**config.mk**
```make
export PLATFORM = sky130hd
export DESIGN_NAME = nal_unit_deframer_unit
export DESIGN_NICKNAME = d
export VERILOG_FILES = /design/src/nud_pkg.sv /design/src/nud_front.sv /design/src/nud_queue.sv /design/src/nud_back.sv /design/src/nal_unit_deframer_unit.sv
export SDC_FILE = /design/constraint.sdc
export NUM_CORES = 1
export LEC_CHECK = 0
export ABC_AREA = 1
export BUFFER_PORTS_ARGS = -buffer_cell sky130_fd_sc_hd__buf_4
export CORE_ASPECT_RATIO = 1.4
export CORE_UTILIZATION = 30
export DETAILED_ROUTE_END_ITERATION = 16
export GPL_ROUTABILITY_DRIVEN = 0
export SLEW_MARGIN = 40
export SYNTH_ARGS = -nofsm -noshare
export SYNTH_HDL_FRONTEND = slang
export SYNTH_HIERARCHICAL = 1
export SYNTH_SLANG_ARGS = --single-unit
```
**constraint.sdc**
```tcl
create_clock -name clock -period 7.8 [get_ports clock]
set_clock_uncertainty 0.05 [all_clocks]
set_input_delay 0.78 -clock clock [delete_from_list [all_inputs] [get_ports clock]]
set_output_delay 0.78 -clock clock [all_outputs]
set_load 0.05 [all_outputs]
```
**src/nud_pkg.sv**
```systemverilog
// ----------------------------------------------------------------------------
// nud_pkg
// Shared types and constants for the NAL unit deframer: queue entry layout,
// result kind and status codes, byte values used by the escape logic.
// ----------------------------------------------------------------------------
package nud_pkg;

   // Width of the length fields on the result port
   localparam int RSP_LEN_W = 16;

   // Depth of the queue between front and back
   localparam int QUEUE_DEPTH = 4;
   localparam int QUEUE_PTR_W = $clog2(QUEUE_DEPTH);
   localparam int QUEUE_CNT_W = $clog2(QUEUE_DEPTH + 1);

   // Byte values
   localparam logic [7:0] BYTE_ZERO   = 8'h00;
   localparam logic [7:0] BYTE_ESCAPE = 8'h03;

   // Result kind
   localparam logic KIND_PAYLOAD = 1'b0;
   localparam logic KIND_SUMMARY = 1'b1;

   // Summary status codes
   localparam logic [1:0] STATUS_OK        = 2'd0;
   localparam logic [1:0] STATUS_VIOLATION = 2'd1;
   localparam logic [1:0] STATUS_NO_STOP   = 2'd2;

   // Zero run value that arms the escape check
   localparam logic [1:0] ZERO_RUN_FULL = 2'd2;

   // One classified beat handed from front to back
   typedef struct packed {
      logic                 has_payload;
      logic [7:0]           payload_byte;
      logic                 has_summary;
      logic [7:0]           header;
      logic [RSP_LEN_W-1:0] rbsp_length;
      logic [RSP_LEN_W-1:0] sodb_length;
      logic [1:0]           status;
   } entry_type;

endpackage

```
**src/nud_front.sv**
```systemverilog
// ----------------------------------------------------------------------------
// nud_front
// Accepts input beats, tracks start code, header and escape state, and pushes
// one queue entry per beat that yields a payload byte and/or a unit summary.
// ----------------------------------------------------------------------------
module nud_front #(
   parameter int LENGTH_BITS = 16
) (
   input  logic                clock,
   input  logic                reset,
   input  logic                req_valid,
   output logic                req_ready,
   input  logic [7:0]          req_data_byte,
   input  logic                req_first_of_unit,
   input  logic                req_last_of_unit,
   input  logic [2:0]          req_start_code_len,
   output logic                push_valid,
   input  logic                push_ready,
   output nud_pkg::entry_type  push_entry
);

   localparam logic [LENGTH_BITS-1:0] LenMax = {LENGTH_BITS{1'b1}};

   logic [2:0]             prefix_ff, prefix_in, cur_prefix;
   logic                   hdr_pend_ff, hdr_pend_in, cur_hdr_pend;
   logic [1:0]             zero_run_ff, zero_run_in, cur_zero_run;
   logic                   after_esc_ff, after_esc_in, cur_after_esc;
   logic [LENGTH_BITS-1:0] byte_cnt_ff, byte_cnt_in, cur_byte_cnt, byte_cnt_inc;
   logic [LENGTH_BITS-1:0] nz_end_ff, nz_end_in, cur_nz_end;
   logic [7:0]             header_ff, header_in, cur_header;
   logic                   error_ff, error_in, cur_error;
   logic                   emit;
   logic                   removed;
   logic                   accept;
   logic [nud_pkg::RSP_LEN_W-1:0] rbsp_sat;
   logic [nud_pkg::RSP_LEN_W-1:0] sodb_sat;
   logic [1:0]             status;

   // First byte of a unit restarts the unit state
   always_comb begin
      if (req_first_of_unit) begin
         cur_prefix    = req_start_code_len;
         cur_hdr_pend  = 1'b1;
         cur_zero_run  = 2'd0;
         cur_after_esc = 1'b0;
         cur_byte_cnt  = '0;
         cur_nz_end    = '0;
         cur_header    = 8'h00;
         cur_error     = 1'b0;
      end else begin
         cur_prefix    = prefix_ff;
         cur_hdr_pend  = hdr_pend_ff;
         cur_zero_run  = zero_run_ff;
         cur_after_esc = after_esc_ff;
         cur_byte_cnt  = byte_cnt_ff;
         cur_nz_end    = nz_end_ff;
         cur_header    = header_ff;
         cur_error     = error_ff;
      end
   end

   assign byte_cnt_inc = (cur_byte_cnt != LenMax) ? cur_byte_cnt + 1'b1 : cur_byte_cnt;

   // Classify the byte: start code, header, escape, payload
   always_comb begin
      prefix_in    = cur_prefix;
      hdr_pend_in  = cur_hdr_pend;
      zero_run_in  = cur_zero_run;
      after_esc_in = cur_after_esc;
      byte_cnt_in  = cur_byte_cnt;
      nz_end_in    = cur_nz_end;
      header_in    = cur_header;
      error_in     = cur_error;
      emit         = 1'b0;
      removed      = 1'b0;
      if (cur_prefix != 3'd0) begin
         prefix_in = cur_prefix - 3'd1;
      end else if (cur_hdr_pend) begin
         header_in   = req_data_byte;
         hdr_pend_in = 1'b0;
      end else if (!cur_error) begin
         if (cur_after_esc) begin
            after_esc_in = 1'b0;
            if (req_data_byte > nud_pkg::BYTE_ESCAPE) begin
               error_in = 1'b1;
            end
         end else if (cur_zero_run == nud_pkg::ZERO_RUN_FULL) begin
            if (req_data_byte < nud_pkg::BYTE_ESCAPE) begin
               error_in = 1'b1;
            end else if (req_data_byte == nud_pkg::BYTE_ESCAPE) begin
               after_esc_in = 1'b1;
               zero_run_in  = 2'd0;
               removed      = 1'b1;
            end
         end
         if (!error_in && !removed) begin
            emit        = 1'b1;
            byte_cnt_in = byte_cnt_inc;
            if (req_data_byte == nud_pkg::BYTE_ZERO) begin
               if (cur_zero_run != nud_pkg::ZERO_RUN_FULL) begin
                  zero_run_in = cur_zero_run + 2'd1;
               end
            end else begin
               zero_run_in = 2'd0;
               nz_end_in   = byte_cnt_inc;
            end
         end
      end
   end

   // Saturate lengths to the result field width, or zero-extend them when they fit
   generate
      if (LENGTH_BITS > nud_pkg::RSP_LEN_W) begin : g_sat
         assign rbsp_sat = (byte_cnt_in[LENGTH_BITS-1:nud_pkg::RSP_LEN_W] != '0) ?
                           {nud_pkg::RSP_LEN_W{1'b1}} :
                           byte_cnt_in[nud_pkg::RSP_LEN_W-1:0];
         assign sodb_sat = (nz_end_in[LENGTH_BITS-1:nud_pkg::RSP_LEN_W] != '0) ?
                           {nud_pkg::RSP_LEN_W{1'b1}} :
                           nz_end_in[nud_pkg::RSP_LEN_W-1:0];
      end else begin : g_ext
         assign rbsp_sat = nud_pkg::RSP_LEN_W'(byte_cnt_in);
         assign sodb_sat = nud_pkg::RSP_LEN_W'(nz_end_in);
      end
   endgenerate

   // Summary status
   always_comb begin
      if (error_in) begin
         status = nud_pkg::STATUS_VIOLATION;
      end else if (nz_end_in == '0) begin
         status = nud_pkg::STATUS_NO_STOP;
      end else begin
         status = nud_pkg::STATUS_OK;
      end
   end

   // Queue push
   assign req_ready  = push_ready;
   assign accept     = req_valid && push_ready;
   assign push_valid = req_valid && (emit || req_last_of_unit);

   always_comb begin
      push_entry              = '0;
      push_entry.has_payload  = emit;
      push_entry.payload_byte = req_data_byte;
      push_entry.has_summary  = req_last_of_unit;
      push_entry.header       = header_in;
      push_entry.rbsp_length  = rbsp_sat;
      push_entry.sodb_length  = sodb_sat;
      push_entry.status       = status;
   end

   // Unit state
   always_ff @(posedge clock) begin
      if (reset) begin
         prefix_ff    <= 3'd0;
         hdr_pend_ff  <= 1'b0;
         zero_run_ff  <= 2'd0;
         after_esc_ff <= 1'b0;
         byte_cnt_ff  <= '0;
         nz_end_ff    <= '0;
         header_ff    <= 8'h00;
         error_ff     <= 1'b0;
      end else if (accept) begin
         prefix_ff    <= prefix_in;
         hdr_pend_ff  <= hdr_pend_in;
         zero_run_ff  <= zero_run_in;
         after_esc_ff <= after_esc_in;
         byte_cnt_ff  <= byte_cnt_in;
         nz_end_ff    <= nz_end_in;
         header_ff    <= header_in;
         error_ff     <= error_in;
      end
   end

   // Stop-bit position never runs past the byte count
   a_nz_within_count: assert property (@(posedge clock) disable iff (reset)
      nz_end_ff <= byte_cnt_ff)
      else $error("last nonzero end beyond byte count");

endmodule

```
**src/nud_queue.sv**
```systemverilog
// ----------------------------------------------------------------------------
// nud_queue
// Short FIFO of classified entries between the front and the back.
// ----------------------------------------------------------------------------
module nud_queue (
   input  logic               clock,
   input  logic               reset,
   input  logic               push_valid,
   output logic               push_ready,
   input  nud_pkg::entry_type push_entry,
   output logic               pop_valid,
   input  logic               pop,
   output nud_pkg::entry_type pop_entry
);

   localparam logic [nud_pkg::QUEUE_CNT_W-1:0] CntFull =
      nud_pkg::QUEUE_CNT_W'(nud_pkg::QUEUE_DEPTH);
   localparam logic [nud_pkg::QUEUE_PTR_W-1:0] PtrLast =
      nud_pkg::QUEUE_PTR_W'(nud_pkg::QUEUE_DEPTH - 1);

   nud_pkg::entry_type                entries_ff [nud_pkg::QUEUE_DEPTH];
   logic [nud_pkg::QUEUE_PTR_W-1:0]   wr_ptr_ff, wr_ptr_in;
   logic [nud_pkg::QUEUE_PTR_W-1:0]   rd_ptr_ff, rd_ptr_in;
   logic [nud_pkg::QUEUE_CNT_W-1:0]   count_ff, count_in;
   logic                              do_push;
   logic                              do_pop;

   assign push_ready = (count_ff != CntFull);
   assign pop_valid  = (count_ff != '0);
   assign pop_entry  = entries_ff[rd_ptr_ff];
   assign do_push    = push_valid && push_ready;
   assign do_pop     = pop && pop_valid;

   // Pointer and fill count update
   always_comb begin
      wr_ptr_in = wr_ptr_ff;
      rd_ptr_in = rd_ptr_ff;
      count_in  = count_ff;
      if (do_push) begin
         wr_ptr_in = (wr_ptr_ff == PtrLast) ? '0 : wr_ptr_ff + 1'b1;
      end
      if (do_pop) begin
         rd_ptr_in = (rd_ptr_ff == PtrLast) ? '0 : rd_ptr_ff + 1'b1;
      end
      if (do_push && !do_pop) begin
         count_in = count_ff + 1'b1;
      end else if (do_pop && !do_push) begin
         count_in = count_ff - 1'b1;
      end
   end

   always_ff @(posedge clock) begin
      if (reset) begin
         wr_ptr_ff <= '0;
         rd_ptr_ff <= '0;
         count_ff  <= '0;
      end else begin
         wr_ptr_ff <= wr_ptr_in;
         rd_ptr_ff <= rd_ptr_in;
         count_ff  <= count_in;
      end
   end

   // Entry storage
   always_ff @(posedge clock) begin
      if (do_push) begin
         entries_ff[wr_ptr_ff] <= push_entry;
      end
   end

   a_count_bound: assert property (@(posedge clock) disable iff (reset)
      count_ff <= CntFull)
      else $error("queue fill count past depth");

   a_ptr_consistent: assert property (@(posedge clock) disable iff (reset)
      (count_ff == '0 || count_ff == CntFull) |-> (wr_ptr_ff == rd_ptr_ff))
      else $error("queue pointers disagree with fill count");

endmodule

```
**src/nud_back.sv**
```systemverilog
// ----------------------------------------------------------------------------
// nud_back
// Pops queue entries and drives the result register; an entry that holds
// both a payload byte and a summary goes out as two beats.
// ----------------------------------------------------------------------------
module nud_back (
   input  logic                            clock,
   input  logic                            reset,
   input  logic                            head_valid,
   input  nud_pkg::entry_type              head_entry,
   output logic                            head_pop,
   output logic                            rsp_valid,
   input  logic                            rsp_ready,
   output logic                            rsp_kind,
   output logic [7:0]                      rsp_payload_byte,
   output logic                            rsp_end_of_unit,
   output logic                            rsp_f_zero_bit,
   output logic [1:0]                      rsp_ref_idc,
   output logic [4:0]                      rsp_unit_type,
   output logic [nud_pkg::RSP_LEN_W-1:0]   rsp_rbsp_length,
   output logic [nud_pkg::RSP_LEN_W-1:0]   rsp_sodb_length,
   output logic [1:0]                      rsp_status
);

   logic                          valid_ff, valid_in;
   logic                          phase_ff, phase_in;
   logic                          kind_ff, kind_in;
   logic [7:0]                    byte_ff, byte_in;
   logic [7:0]                    header_ff, header_in;
   logic [nud_pkg::RSP_LEN_W-1:0] rbsp_ff, rbsp_in;
   logic [nud_pkg::RSP_LEN_W-1:0] sodb_ff, sodb_in;
   logic [1:0]                    status_ff, status_in;
   logic                          load;
   logic                          sel_summary;

   assign load        = head_valid && (!valid_ff || rsp_ready);
   assign sel_summary = !head_entry.has_payload || phase_ff;
   assign head_pop    = load && (sel_summary || !head_entry.has_summary);

   // Next result beat
   always_comb begin
      valid_in  = valid_ff && !rsp_ready;
      phase_in  = phase_ff;
      kind_in   = kind_ff;
      byte_in   = byte_ff;
      header_in = header_ff;
      rbsp_in   = rbsp_ff;
      sodb_in   = sodb_ff;
      status_in = status_ff;
      if (load) begin
         valid_in = 1'b1;
         phase_in = !sel_summary && head_entry.has_summary;
         if (sel_summary) begin
            kind_in   = nud_pkg::KIND_SUMMARY;
            byte_in   = 8'h00;
            header_in = head_entry.header;
            rbsp_in   = head_entry.rbsp_length;
            sodb_in   = head_entry.sodb_length;
            status_in = head_entry.status;
         end else begin
            kind_in   = nud_pkg::KIND_PAYLOAD;
            byte_in   = head_entry.payload_byte;
            header_in = 8'h00;
            rbsp_in   = '0;
            sodb_in   = '0;
            status_in = nud_pkg::STATUS_OK;
         end
      end
   end

   // Control
   always_ff @(posedge clock) begin
      if (reset) begin
         valid_ff <= 1'b0;
         phase_ff <= 1'b0;
      end else begin
         valid_ff <= valid_in;
         phase_ff <= phase_in;
      end
   end

   // Result payload
   always_ff @(posedge clock) begin
      kind_ff   <= kind_in;
      byte_ff   <= byte_in;
      header_ff <= header_in;
      rbsp_ff   <= rbsp_in;
      sodb_ff   <= sodb_in;
      status_ff <= status_in;
   end

   assign rsp_valid         = valid_ff;
   assign rsp_kind          = kind_ff;
   assign rsp_payload_byte  = byte_ff;
   assign rsp_end_of_unit   = (kind_ff == nud_pkg::KIND_SUMMARY);
   assign rsp_f_zero_bit    = header_ff[7];
   assign rsp_ref_idc       = header_ff[6:5];
   assign rsp_unit_type     = header_ff[4:0];
   assign rsp_rbsp_length   = rbsp_ff;
   assign rsp_sodb_length   = sodb_ff;
   assign rsp_status        = status_ff;

   // Split entry stays at the queue head until its summary beat goes out
   a_phase_holds_head: assert property (@(posedge clock) disable iff (reset)
      phase_ff |-> (head_valid && head_entry.has_payload && head_entry.has_summary))
      else $error("summary half pending without its queue entry");

   a_phase_after_payload: assert property (@(posedge clock) disable iff (reset)
      phase_ff |-> (valid_ff && kind_ff == nud_pkg::KIND_PAYLOAD))
      else $error("summary half pending but no payload beat shown");

endmodule

```
**src/nal_unit_deframer_unit.sv**
```systemverilog
// ----------------------------------------------------------------------------
// nal_unit_deframer_unit
// H.264 NAL unit deframer: drops start code, splits the header, removes
// emulation-prevention bytes and reports a per-unit summary.
// ----------------------------------------------------------------------------
//  Channel | Direction | Handshake             | Beat
//  --------+-----------+-----------------------+-------------------------------
//  req_    | in        | req_valid / req_ready | one byte of the unit + marks
//  rsp_    | out       | rsp_valid / rsp_ready | RBSP byte or unit summary
//
//  One input byte per clock while req_ready is high; an accepted input's entry
//  goes into the queue at the accepting edge, then into the result register.
//  The final byte of a unit that also yields a payload byte takes two output
//  beats, set by the single result register of the back end.
//  A four-entry queue parts front and back; req_ready drops only when it fills.
//  Synchronous active-high reset clears unit state, queue and result valid.
// ----------------------------------------------------------------------------
module nal_unit_deframer_unit #(
   parameter int LENGTH_BITS = 16
) (
   input  logic                            clock,
   input  logic                            reset,
   input  logic                            req_valid,
   output logic                            req_ready,
   input  logic [7:0]                      req_data_byte,
   input  logic                            req_first_of_unit,
   input  logic                            req_last_of_unit,
   input  logic [2:0]                      req_start_code_len,
   output logic                            rsp_valid,
   input  logic                            rsp_ready,
   output logic                            rsp_kind,
   output logic [7:0]                      rsp_payload_byte,
   output logic                            rsp_end_of_unit,
   output logic                            rsp_f_zero_bit,
   output logic [1:0]                      rsp_ref_idc,
   output logic [4:0]                      rsp_unit_type,
   output logic [nud_pkg::RSP_LEN_W-1:0]   rsp_rbsp_length,
   output logic [nud_pkg::RSP_LEN_W-1:0]   rsp_sodb_length,
   output logic [1:0]                      rsp_status
);

   logic               push_valid;
   logic               push_ready;
   nud_pkg::entry_type push_entry;
   logic               head_valid;
   logic               head_pop;
   nud_pkg::entry_type head_entry;

   // Front: classification and unit state
   nud_front #(
      .LENGTH_BITS (LENGTH_BITS)
   ) u_front (
      .clock              (clock),
      .reset              (reset),
      .req_valid          (req_valid),
      .req_ready          (req_ready),
      .req_data_byte      (req_data_byte),
      .req_first_of_unit  (req_first_of_unit),
      .req_last_of_unit   (req_last_of_unit),
      .req_start_code_len (req_start_code_len),
      .push_valid         (push_valid),
      .push_ready         (push_ready),
      .push_entry         (push_entry)
   );

   // Queue between front and back
   nud_queue u_queue (
      .clock      (clock),
      .reset      (reset),
      .push_valid (push_valid),
      .push_ready (push_ready),
      .push_entry (push_entry),
      .pop_valid  (head_valid),
      .pop        (head_pop),
      .pop_entry  (head_entry)
   );

   // Back: result beats
   nud_back u_back (
      .clock             (clock),
      .reset             (reset),
      .head_valid        (head_valid),
      .head_entry        (head_entry),
      .head_pop          (head_pop),
      .rsp_valid         (rsp_valid),
      .rsp_ready         (rsp_ready),
      .rsp_kind          (rsp_kind),
      .rsp_payload_byte  (rsp_payload_byte),
      .rsp_end_of_unit   (rsp_end_of_unit),
      .rsp_f_zero_bit    (rsp_f_zero_bit),
      .rsp_ref_idc       (rsp_ref_idc),
      .rsp_unit_type     (rsp_unit_type),
      .rsp_rbsp_length   (rsp_rbsp_length),
      .rsp_sodb_length   (rsp_sodb_length),
      .rsp_status        (rsp_status)
   );

endmodule
```
==> flow_summary.toml, run 1 <==
[timing]
finalHoldViolations = 0
worst_pin_slew_ns = 0.8119
finalSetupTns_ns = 0
min_period_over_period_pct = 59.52
holdWs_ns = 0.3968
rsz0062_at_grt = "false"
finalSetupViolCount = 0
drv_slew = 0
slew_headroom_pct = 45.30
period_minus_slack_ns = 4.643
fmaxAchievable_ghz = 0.2154

[run]
cap_violations = 0

[floorplanning]
die_area_um2 = 49830
fp.dieW_um = 188.9
initial_core_util_pct = 30.49
die_h_um = 263.7
core-area_um2 = 48140
row_count = 95
io_pins = 71

[critical_path]
crit_type = "in -> reg"
cp_max_fo = 39
worstSetupStartpointType = "primary input"
crit_arrival_ns = 4.79
worstPathRequired_ns = 7.94
r2r_cells = 14
slowest_delay_ns = 0.48
r2r-end = "u_queue/entries_ff[0][11]"
r2r-start = "u_front/prefix_ff[0]"
crit_path_end_kind = "flip-flop"
slowest_stage = "nor2_4"
rrSetupSlack_ns = 3.93
path_cells = "buf_4 -> inv_2 -> o21ai_0 -> ha_1 -> ha_1 -> nand2_2 -> nor2_4 -> nand3_4 -> inv_2 -> o21a_1 -> nand2_1 -> nor2_4 -> buf_16 -> buf_4"

[hold_path]
hold_depth = 1
min_to = "u_queue/entries_ff[1][42]"
hold_start = "req_last_of_unit"
hp-class = "in -> reg"

[clock_network]
post_cts_resized = 0
root_buffer = "clkbuf_16"
clock-sinks = 318
post_cts_buffers = 0
cts_tree = "done"
clk_pin_slew_ns = 0.06
cts_buffer_depth = 3
clk_latency_ns = 0.56
h-tree-depth = 1
cts_buffers = 29
postCtsHoldBufs = 0

[final_layout]
nNetsFinal = 1487
area_growth_pct = 13.35
final_area_um2 = 16640
drive_above_1_share_pct = 16.81
diodes = 0
fill_cells = 4813
postLayoutCoreUtil_pct = 34.56

[global_routing]
antenna_found_initial = 0
grt_remaining_overflow = 0
grt_use_total_pct = 13.17
grt_max_degree = 103
grt_pass1_vias = 9505
grt_pass1_wl_mm = 52.12

[drt]
ant_nets = 0
vias_per_cell = 4.679
vias = 9878
drtPass1Iterations = 8
wl_per_cell_um = 15.73
drc = 0
drt_iter0_drc = 841
wirelength_mm = 33.20

[synth]
ys_ff_latch = 318
synthArstFlopShare_pct = 0
ys_warn_count = 6
seq_area_frac_synth_pct = 61.03
synth.distinct_cells = 41
syn_nets = 1448
synth_edf_count = 259
synthesis.instances = 1420
syn_area_um2 = 14680
synthFlopType = "edfxtp_1"
syn_avg_cell_area_um2 = 10.34

[pwr]
powerDensity_nw_per_um2 = 349.0
max-vdd-ir-drop_mv = 0.1981
cellLeakagePower_nw = 6.534

[placement]
hpwl_mm = 21.68
io_buffers = 70
dpl-instance-area_um2 = 15700

[status]
status = "finished clean"
-- state kept, by name, indices dropped and copies added, names as in the netlist, 2 cells and up, named ones only --
| register | cells |
|---|---|
| u_queue/entries_ff | 208 |
| u_back/rsp_rbsp_length | 16 |
| u_back/rsp_sodb_length | 16 |
| u_front/byte_cnt_ff | 16 |
| u_front/nz_end_ff | 16 |
| u_back/header_ff | 8 |
| u_back/rsp_payload_byte | 8 |
| u_front/header_ff | 8 |
| u_front/prefix_ff | 3 |
| u_queue/count_ff | 3 |
| u_back/rsp_status | 2 |
| u_front/zero_run_ff | 2 |
| u_queue/rd_ptr_ff | 2 |
| u_queue/wr_ptr_ff | 2 |
-- synth_stat cells (2+ instances only) --
master	number	area, um2
o22ai_1	15	93.84
inv_1	185	694.4
buf_4	16	120.1
buf_12	5	100.1
o221ai_1	2	17.52
xnor2_1	2	17.52
ha_1	10	125.1
buf_6	10	112.6
a21oi_1	50	250.2
a221oi_1	2	17.52
o22ai_2	38	475.5
nand2_2	11	68.82
o211ai_1	2	15.01
dfxtp_1	59	1181
inv_2	9	33.78
nor2_2	10	62.56
nand3b_1	3	22.52
nand4_1	10	62.56
o21ai_1	21	105.1
nor3_1	7	35.03
nand3_1	49	245.2
nor2_4	43	484.2
edfxtp_1	259	7777
nor2_1	224	840.8
clkbuf_1	28	105.1
o21ai_0	158	790.8
nand2_1	160	600.6
xor2_1	5	43.79
buf_2	15	75.07
-- report_power, final --
group          switching [mW]  internal, mW  leakage [nW]
clock network           0.617         0.783         0.454
registers              0.0928          2.23          2.92
logic                    1.52         0.564          3.16
-- worst max-delay path: cells and delay by family --
family	cells	cell delay, ns
buf+inv	5	1.63
simple gates	5	1.23
compound gates	2	0.59
fa+ha+maj	2	0.50
-- cell type report --
class	count	area, um2	share of cell area [%]
clock buffers	34	744.5	4.475
clock inverters	19	180.2	1.083
inverters	196	744.5	4.475
multi-input cells	831	4502	27.06
flip-flops and latches	318	8960	53.85
well taps	630	788.3	4.738
repair buffers	83	718.2	4.317
-- worst max path at each step --
stage,depth (start not counted),slack [ns],endpoint,startpoint
floorplan,16,2.12,u_queue/entries_ff[0][0],req_first_of_unit
finish,14,3.16,u_queue/entries_ff[0][11],req_first_of_unit
detailed placement,13,2.40,u_queue/entries_ff[2][6],req_first_of_unit
global route,14,2.73,u_queue/entries_ff[2][16],req_first_of_unit
global placement,13,2.39,u_queue/entries_ff[1][37],req_first_of_unit
CTS,13,2.98,u_queue/entries_ff[2][16],req_first_of_unit
-- cell families after synthesis --
| logic type | after synthesis | synth area share [%] |
|---|---|---|
| and+or+nand+nor | 521 | 16.78 |
| xor gates and xnor gates | 7 | 0.4177 |
| buffers and inverters | 271 | 8.541 |
| DFF | 318 | 61.03 |
| muxes | 1 | 0.06820 |
| adders and majority gates | 11 | 0.9888 |
| AOI/OAI and AO/OA | 291 | 12.17 |
-- layout by cell type, fill, tap and decap left out, types with 5 or more instances in the layout --
cell / n
edfxtp_1: 259
nor2_1: 220
inv_1: 183
nand2_1: 159
o21ai_0: 157
buf_4: 76
dfxtp_1: 58
a21oi_1: 50
nand3_1: 49
nor2_4: 47
o22ai_2: 38
clkbuf_16: 29
o21ai_1: 21
o22ai_1: 15
nand2_2: 12
nor2_2: 10
nand4_1: 10
ha_1: 10
clkinv_2: 8
inv_2: 8
clkinv_1: 7
nor3_1: 7
clkbuf_1: 5
xor2_1: 5
-- metrics by stage --
| stage | cells | power [mW] | setup WS, ns |
|---|---|---|---|
| final | 2111 | 5.806 | 3.158 |
| after global placement | 2053 | 4.427 | 2.387 |
| after floorplan | 1420 | 3.968 | 2.118 |
| after CTS | 2110 | 5.893 | 2.975 |
| after detailed placement | 2057 | 4.482 | 2.395 |
| after global routing | 2111 | 6.130 | 2.732 |
-- metal layers --
metal / up-vias / GRT usage, % / routed length [um]
li1: 4829 / - / -
met3: 59 / 1.621 / 1469
met2: 242 / 23.86 / 17080
met1: 4748 / 15.71 / 13610
met5: - / 0 / 0
met4: 0 / 5.122 / 1043
Power figures use the tool's default switching activity.
==> run 2: changes to the inputs <==
==> constraint.sdc (replaced) <==
create_clock -name clock -period 4.1 [get_ports clock]
set_clock_uncertainty 0.05 [all_clocks]
set_input_delay 0.41 -clock clock [delete_from_list [all_inputs] [get_ports clock]]
set_output_delay 0.41 -clock clock [all_outputs]
set_load 0.05 [all_outputs]
==> run 2 against run 1 <==
  * Clock power rose by 100%
  * Sequential share of layout area fell by 0.15 points
  * Cell count rose by 0.47%
  * Wire length rose by 0.76%
  * First-iteration DRC count fell by 3.9%
  * Die area unchanged
  * Total power up 93%
  * Critical path type is now reg -> reg
  * Highest routed layer unchanged
==> flow_summary.toml, run 2 (synthesis results as in run 1) <==
[critical_path]
r2r-start = "u_front/prefix_ff[0]"
critPathLaunch = "u_front/prefix_ff[0]"
rrSetupSlack_ns = 0.95
cp_top_family = "simple AND/OR/NAND/NOR gates"
path_cells = "inv_1 -> nand2_1 -> o21ai_0 -> ha_1 -> ha_1 -> nand2_2 -> nor2_4 -> nand3_4 -> inv_2 -> buf_4 -> nand2_2 -> nand3_1 -> inv_1 -> nor2_1 -> nand3_1 -> nor2_1 -> nand3_1 -> nor2_1"
r2r_cells = 18
crit_arrival_ns = 3.47
crit_type = "reg -> reg"
worstSetupStartpointType = "flip-flop"
cp.buffers_inverters = 4
cp_max_fo = 19
slowest_stage = "dfxtp_1"
worstPathRequired_ns = 4.42
path_depth = 18
slowest_delay_ns = 0.30
crit_path_end_kind = "flip-flop"

[global_routing]
antenna_found_initial = 0
busiest_layer = "met2"
use_met2_pct = 25.33
grt_use_total_pct = 13.43
grt_max_degree = 66
use_met3_pct = 1.222
grt_remaining_overflow = 0
grt_use_met1_pct = 15.40
grt_pass1_vias = 9746
grt_pass1_wl_mm = 53.30

[pwr]
powerDensity_nw_per_um2 = 673.1
max-vdd-ir-drop_mv = 0.4222
cellLeakagePower_nw = 6.597

[placement]
dpl-instance-area_um2 = 15690
io_buffers = 70
hpwl_mm = 21.82

[final_layout]
area_growth_pct = 13.67
final_area_um2 = 16680
diodes = 0
regMostFlops = "u_queue/entries_ff"
drive_above_1_share_pct = 17.91
nNetsFinal = 1497
final_common_cell = "edfxtp_1"
largest_reg_flops = 208
postLayoutCoreUtil_pct = 34.66
final_cell_mix = "259 x edfxtp_1, 220 x nor2_1, 183 x inv_1"

[timing]
rsz0062_at_grt = "false"
min_period_over_period_pct = 76.89
worst_pin_slew_ns = 0.8200
finalSetupTns_ns = 0
fmaxAchievable_ghz = 0.3172
finalSetupViolCount = 0
holdWs_ns = 0.03672
drv_slew = 0
period_minus_slack_ns = 3.153
slew_headroom_pct = 44.75
finalHoldViolations = 0

[hold_path]
hold_depth = 1
hp-class = "in -> reg"
hold_start = "req_data_byte[6]"

[clock_network]
root_buffer = "clkbuf_16"
postCtsHoldBufs = 0
post_cts_buffers = 0
post_cts_resized = 0
clk_pin_slew_ns = 0.07
cts_buffer_depth = 3
clk_latency_ns = 0.57
cts_buffers = 29
clock-sinks = 318
cts_tree = "done"
h-tree-depth = 1

[floorplanning]
initial_core_util_pct = 30.49
io_pins = 71
fp.dieW_um = 188.9
row_count = 95
die_h_um = 263.7
core-area_um2 = 48140
die_area_um2 = 49830

[drt]
wirelength_mm = 33.46
wl_per_cell_um = 15.77
drt_iter0_drc = 808
drc = 0
drtPass1Iterations = 5
vias_per_cell = 4.712
ant_nets = 0
vias = 9995

[run]
cap_violations = 0

[status]
status = "finished clean"
-- run 2: changes by cell type in the layout (fill, tap and decap cells not counted), sizes merged --
cell	delta
buf	+10
clkbuf	+1
clkinv	-2
inv	+1
-- run 2: path summary, 6_finish.rpt --
check	to
max reg2reg	u_queue/entries_ff[0][1]
min reg2reg	u_front/prefix_ff[2]
max	u_queue/entries_ff[0][1]
min	u_queue/entries_ff[3][49]
-- run 2: layer usage --
layer  wire length, um  vias to the layer above
met4              1069                        0
met3              1302                       58
met5                 0                        -
met2             17720                      253
met1             13370                     4830
li1                  -                     4854
-- run 2: area by class of cell --
type / count / area (um2)
inverters: 196 / 742.0
well taps: 630 / 788.3
repair buffers: 93 / 701.9
flip-flops and latches: 318 / 8960
clock buffers: 35 / 810.8
multi-input cells: 831 / 4502
fillers: 4757 / 31460
clock inverters: 18 / 180.2
-- run 2: power by group --
group	switching [mW]	internal (mW)	total (mW)
clock network	1.21	1.60	2.81
logic	2.91	1.08	4.00
registers	0.182	4.24	4.42
total	4.30	6.93	11.2
-- run 2: per-stage QoR --
stage          total power, mW  setup slack, ns  cells
2_1_floorplan            7.547          -0.3898   1420
3_3_place_gp             8.469           0.8254   2068
3_5_place_dp             8.551           0.6211   2068
4_1_cts                  11.38           0.9225   2121
5_1_grt                  11.83           0.5583   2121
6_report                 11.23           0.9474   2121
